## src/rtl/msk_pkg.sv

```systemverilog
`timescale 1ns / 1ps
// ----------------------------------------------------------------------------
// msk_pkg
// Shared constants and types for the min tracking stack: request and status
// codes, default sizes and the shift command that drives the row of cells.
// ----------------------------------------------------------------------------
package msk_pkg;

	localparam int DEPTH_DEF      = 1024;
	localparam int DATA_WIDTH_DEF = 32;
	localparam int COUNT_W_DEF    = $clog2(DEPTH_DEF + 1);

	localparam int REQ_W    = 3;
	localparam int STATUS_W = 2;

	localparam logic [REQ_W-1:0] REQ_PUSH = 3'd0;
	localparam logic [REQ_W-1:0] REQ_POP  = 3'd1;
	localparam logic [REQ_W-1:0] REQ_TOP  = 3'd2;
	localparam logic [REQ_W-1:0] REQ_MIN  = 3'd3;
	localparam logic [REQ_W-1:0] REQ_SIZE = 3'd4;

	localparam logic [STATUS_W-1:0] ST_OK    = 2'd0;
	localparam logic [STATUS_W-1:0] ST_UNDER = 2'd1;
	localparam logic [STATUS_W-1:0] ST_OVER  = 2'd2;

	// one command to the whole row of cells per cycle
	typedef struct packed {
		logic push;
		logic pop;
	} shift_t;

endpackage

```

## src/rtl/msk_cell.sv

```systemverilog
`timescale 1ns / 1ps
// ----------------------------------------------------------------------------
// msk_cell
// One stack slot. On push it takes the entry of its upper neighbor, on pop
// the entry of its lower neighbor, otherwise it holds.
// ----------------------------------------------------------------------------
module msk_cell #(
	parameter int ENTRY_W = msk_pkg::DATA_WIDTH_DEF + 2
) (
	input  logic                 clk,
	input  msk_pkg::shift_t      shift,
	input  logic [ENTRY_W-1:0]   upper,
	input  logic [ENTRY_W-1:0]   lower,
	output logic [ENTRY_W-1:0]   entry_q
);

	always_ff @(posedge clk) begin
		if (shift.push) begin
			entry_q <= upper;
		end else if (shift.pop) begin
			entry_q <= lower;
		end
	end

endmodule

```

## config.mk

```make
export PLATFORM = sky130hd
export DESIGN_NAME = msk_cell
export DESIGN_NICKNAME = d
export VERILOG_FILES = /design/src/rtl/msk_pkg.sv /design/src/rtl/msk_cell.sv
export SDC_FILE = /design/constraint.sdc
export NUM_CORES = 1
export LEC_CHECK = 0
export ABC_AREA = 1
export ABC_CLOCK_PERIOD_IN_PS = 2200
export BUFFER_PORTS_ARGS = -buffer_cell sky130_fd_sc_hd__clkbuf_2
export CORE_AREA = 4 4 64 66
export DETAILED_ROUTE_END_ITERATION = 7
export DIE_AREA = 0 0 68 70
export GPL_ROUTABILITY_DRIVEN = 0
export PLACE_DENSITY = 0.79
export SYNTH_ARGS = -nofsm -noshare
export SYNTH_HDL_FRONTEND = slang
export SYNTH_SLANG_ARGS = --single-unit
```

## constraint.sdc

```tcl
create_clock -name clk -period 2.2 [get_ports clk]
set_input_delay 0.44 -clock clk [delete_from_list [all_inputs] [get_ports clk]]
set_output_delay 0.44 -clock clk [all_outputs]
set_load 0.02 [all_outputs]
```

==> impl_metrics.json, run 1 <==
{
  "status": "completed",
  "die-area_um2": 4760,
  "met3_usage_pct": 7.07,
  "initial_utilization_pct": 42.4,
  "seq_area_frac_synth_pct": 67.3,
  "hold_viol_final": 0,
  "grt-ovfl-total": 0,
  "critical_path_class": "flop to output pin",
  "startpoint_type": "flop",
  "die_y_um": 70,
  "max-slew-margin-rel_pct": 48.0,
  "largest_registers": "entry_q (34)",
  "cts_root_buf": "clkbuf_4",
  "vdd_ir_drop_max_mv": 0.378,
  "maxCapViolations": 0,
  "worst-endpoint-arrival_ns": 0.88,
  "p_clk_share_pct": 21.1,
  "fin_util_pct": 58.1,
  "synth_seq_cells": 34,
  "path_cells": "clkbuf_2",
  "busiest_layer": "met2",
  "hold-worst-slack_ns": 0.384,
  "crit_family": "flip-flops",
  "firstDrtPassIters": 4,
  "cp_num_buf_inv": 1,
  "drive_above_1_share_pct": 48.8,
  "die_x_um": 68,
  "cp_slowest_cell": "edfxtp_1",
  "setup-violations-final": 0,
  "clock_path_buffers": 2,
  "post-place-ws_ns": 0.644,
  "cts_sinks": 34,
  "antenna_cells": 0,
  "cts_made_buffers": 5,
  "h-tree-depth": 2,
  "drc": 0,
  "yosysUniqueCellTypes": 8,
  "whs_path_depth": 3,
  "holdPathEnd": "entry_q[30]",
  "cts_resized": 0,
  "min_period_ns": 1.32,
  "track_usage_pct": 14.8,
  "seq_power_share_pct": 57.4,
  "hold_class": "primary input to flop",
  "worstMarginPinSlew_ns": 0.780,
  "dr_total_vias": 1276,
  "critPathLaunch": "entry_q[27]",
  "synth_nets": 216,
  "cts.reportedPaths.clkPinSlew_ns": 0.09,
  "largest_reg_flops": 34,
  "cp-end-kind": "output pin",
  "pwr-share-comb_pct": 21.5,
  "port_buffers": 104,
  "coreArea_um2": 3580,
  "min-delay-start": "lower[30]",
  "ioPinCount": 105,
  "antenna_found_initial": 0,
  "crit_required_ns": 1.76,
  "top_register": "entry_q",
  "leakagePower_uw": 0.00112,
  "p_int_uw": 1030,
  "use_met2_pct": 25.9,
  "area_growth_pct": 37.0,
  "drv_slew": 0,
  "routed_wl_um": 3310,
  "postPlaceCellArea_um2": 2030,
  "setup_ws_ns": 0.885,
  "via_per_inst": 4.28,
  "grt_pass1_vias": 1209,
  "syn_area_um2": 1520,
  "fin_setup_tns_ns": 0,
  "ant_nets": 0,
  "grt_first_pass_wirelength_um": 5190,
  "drt_iter0_drc": 40,
  "wl_per_cell_um": 11.1,
  "yosys_warnings": 0,
  "worst_path_largest_cell_delay_ns": 0.39,
  "cts_tree": "built",
  "rows": 22,
  "rsz0062_at_grt": "no",
  "fmax_mhz": 760,
  "nNetsFinal": 321,
  "postCtsHoldBufs": 0,
  "synth.avg_cell_area_um2": 10.5,
  "design_area_um2": 2080,
  "swShare_pct": 27.3,
  "fin_crit_sh_pct": 59.8,
  "power_switching_uw": 387,
  "cp_max_fo": 1,
  "netlist_instances": 145,
  "post_cts_buffers": 0,
  "power_density_nw_per_um2": 681,
  "met1_usage_pct": 14.8,
  "grt_start_max_net_pins": 36,
  "dpl.hpwl_um": 2540
}
metrics by stage:
| step | total power, uW | instances |
|---|---|---|
| after floorplan | 1000 | 145 |
| after global placement | 1130 | 291 |
| after detailed placement | 1140 | 291 |
| after CTS | 1440 | 298 |
| after global routing | 1500 | 298 |
| final | 1420 | 298 |
power by group through the flow:
stage / Clock [uW] / Combinational (uW) / Sequential (uW)
after floorplan: 0 / 81.6 / 923
after global placement: 0 / 305 / 826
after detailed placement: 0 / 309 / 829
after CTS: 313 / 310 / 814
after global routing: 342 / 335 / 821
final: 298 / 304 / 813
cells in the final DEF (no fill, tap or decap), drive strengths merged:
cell type / n
clkbuf: 111
nand2: 102
edfxtp: 34
inv: 1
or2: 1
buf: 1
logic make-up after synthesis:
| family | Yosys count | share of synthesized area (%) |
|---|---|---|
| and+or+nand+nor | 103 | 27.3 |
| buffers and inverters | 8 | 5.44 |
| DFF | 34 | 67.3 |
final cells by class:
type | count | area [um2]
fillers | 331 | 1500
inverters | 1 | 11.3
multi-input cells | 103 | 414
clock buffers | 7 | 45.0
repair buffers | 105 | 528
flip-flops and latches | 34 | 1020
well taps | 48 | 60.1
layer usage:
| metal | vias up | wire length [um] |
|---|---|---|
| li1 | 675 | - |
| met1 | 544 | 1200 |
| met4 | 0 | 34 |
| met3 | 2 | 346 |
| met5 | - | 0 |
| met2 | 55 | 1730 |
cell usage after synthesis:
library cell / instances / area share [%]
nand2_1: 92 / 23
edfxtp_1: 34 / 67
nand2_2: 10 / 4.1
buf_4: 3 / 1.5
buf_6: 3 / 2.2
buf_8: 1 / 0.99
inv_8: 1 / 0.74
or2_2: 1 / 0.41
worst max-delay path by stage:
| stage | to | slack (ns) | depth (start not counted) |
|---|---|---|---|
| 6_report | entry_q[27] | 0.88 | 1 |
| 5_1_grt | entry_q[28] | 0.82 | 1 |
| 4_1_cts | entry_q[23] | 0.87 | 1 |
| 3_5_place_dp | entry_q[18] | 0.64 | 2 |
| 3_3_place_gp | entry_q[19] | 0.68 | 2 |
| 2_1_floorplan | entry_q[0] | 0.77 | 2 |
(Power assumes the default switching activity.)
==> inputs of run 2 (changes only) <==
--- a/config.mk
+++ b/config.mk
@@ -6,13 +6,13 @@
 export NUM_CORES = 1
 export LEC_CHECK = 0
 export ABC_AREA = 1
-export ABC_CLOCK_PERIOD_IN_PS = 2200
+export ABC_CLOCK_PERIOD_IN_PS = 1100
 export BUFFER_PORTS_ARGS = -buffer_cell sky130_fd_sc_hd__clkbuf_2
-export CORE_AREA = 4 4 64 66
+export CORE_AREA = 4 4 70 72
 export DETAILED_ROUTE_END_ITERATION = 7
-export DIE_AREA = 0 0 68 70
+export DIE_AREA = 0 0 74 76
 export GPL_ROUTABILITY_DRIVEN = 0
-export PLACE_DENSITY = 0.79
+export PLACE_DENSITY = 0.69
 export SYNTH_ARGS = -nofsm -noshare
 export SYNTH_HDL_FRONTEND = slang
 export SYNTH_SLANG_ARGS = --single-unit
==> constraint.sdc (replaced) <==
create_clock -name clk -period 1.1 [get_ports clk]
set_input_delay 0.22 -clock clk [delete_from_list [all_inputs] [get_ports clk]]
set_output_delay 0.22 -clock clk [all_outputs]
set_load 0.02 [all_outputs]
==> impl_metrics.json, run 2 (synthesis results as in run 1) <==
{
  "status": "completed",
  "cts_resized": 0,
  "grt-ovfl-total": 0,
  "grt_start_max_net_pins": 35,
  "ioPinCount": 105,
  "antenna_found_initial": 0,
  "drive_above_1_share_pct": 49.2,
  "setup-violations-final": 0,
  "cts_sinks": 34,
  "holdPathEnd": "entry_q[16]",
  "cp-end-kind": "output pin",
  "critical_path_class": "flop to output pin",
  "top_register": "entry_q",
  "min_period_ns": 1.04,
  "largest_reg_flops": 34,
  "post-place-ws_ns": -0.0361,
  "fin_crit_sh_pct": 94.9,
  "rsz0062_at_grt": "no",
  "cts_made_buffers": 5,
  "post_cts_buffers": 0,
  "max-slew-margin-rel_pct": 69.8,
  "n_fill_cell": 430,
  "via_per_inst": 4.30,
  "cts_tree": "built",
  "cp_slowest_cell": "edfxtp_1",
  "largest_registers": "entry_q (34)",
  "firstDrtPassIters": 4,
  "grt_pass1_vias": 1271,
  "multi_input_area_um2": 417,
  "min-delay-start": "lower[16]",
  "dpl.hpwl_um": 2810,
  "die_x_um": 74,
  "worst-endpoint-arrival_ns": 0.82,
  "worst_path_largest_cell_delay_ns": 0.38,
  "power_density_nw_per_um2": 1440,
  "fmax_mhz": 958,
  "placed_cells": 296,
  "path_cells": "clkbuf_2",
  "wl_per_cell_um": 12.1,
  "die_y_um": 76,
  "cts_root_buf": "clkbuf_8",
  "worstMarginPinSlew_ns": 0.453,
  "clock_path_buffers": 2,
  "seq_area_um2": 1020,
  "antenna_cells": 0,
  "leakagePower_uw": 0.00114,
  "nNetsFinal": 322,
  "maxCapViolations": 0,
  "whs_path_depth": 3,
  "crit_required_ns": 0.88,
  "fin_setup_tns_ns": 0,
  "p_total_uw": 3050,
  "postCtsHoldBufs": 0,
  "routed_wl_um": 3640,
  "final_common_cell": "clkbuf_2",
  "startpoint_type": "flop",
  "ant_nets": 0,
  "layout_common_cells": "104 x clkbuf_2, 92 x nand2_1, 34 x edfxtp_1",
  "initial_utilization_pct": 35.3,
  "die-area_um2": 5620,
  "area_growth_pct": 39.8,
  "setup_ws_ns": 0.0557,
  "hold_class": "primary input to flop",
  "vdd_ir_drop_max_mv": 0.618,
  "rows": 24,
  "grt_first_pass_wirelength_um": 5550,
  "hold_viol_final": 0,
  "dr_total_vias": 1300,
  "cp_max_fo": 1,
  "fin_cells": 302,
  "drc": 0,
  "h-tree-depth": 2,
  "port_buffers": 104,
  "drv_slew": 0,
  "hold-worst-slack_ns": 0.204,
  "drt_iter0_drc": 66,
  "crit_family": "flip-flops",
  "cts.reportedPaths.clkPinSlew_ns": 0.06,
  "track_usage_pct": 13.1,
  "coreArea_um2": 4290,
  "cp_num_buf_inv": 1
}
==> run 2: changes by cell type in the layout (fill, tap and decap cells not counted), sizes merged <==
cell and change:
clkinv +1, clkbuf -2, buf +1
==> run 2: per-layer routing <==
metal  global-route usage (%)  up-vias  part of all wire, %
met3                     4.22        6                   10
li1                         -      671                    -
met5                        0        -                    0
met2                     24.0       61                   52
met1                     12.9      562                   36
met4                     5.98        0                  1.9
==> run 2: how the worst max path moves through the flow <==
stage,cells past startpoint,endpoint,start,slack [ns]
floorplan,2,entry_q[0],shift[1],0.07
finish,1,entry_q[25],entry_q[25],0.06
detailed placement,2,entry_q[16],shift[1],-0.04
CTS,1,entry_q[25],entry_q[25],0.02
global placement,2,entry_q[12],shift[1],-0.01
global route,1,entry_q[25],entry_q[25],0.001
==> run 2: cell type report <==
type / count / area share [%]
Sequential cell: 34 / 48.1
Timing Repair Buffer: 106 / 25.2
Multi-Input combinational cell: 103 / 19.6
Clock buffer: 5 / 3.24
Tap cell: 52 / 3.07
Inverter: 1 / 0.531
Clock inverter: 1 / 0.177
==> run 2: per-stage QoR <==
step	util, %	area, um2
4_1_cts	49.4	2120
5_1_grt	49.4	2120
6_report	49.4	2120
2_1_floorplan	-	1520
3_3_place_gp	47.7	2050
3_5_place_dp	47.7	2050
==> run 2: where the power goes <==
group          total [uW]  switching (uW)  internal, uW
clock network         801             389           412
registers            1630            37.2          1590
logic                 616             386           230
total                3050             812          2230
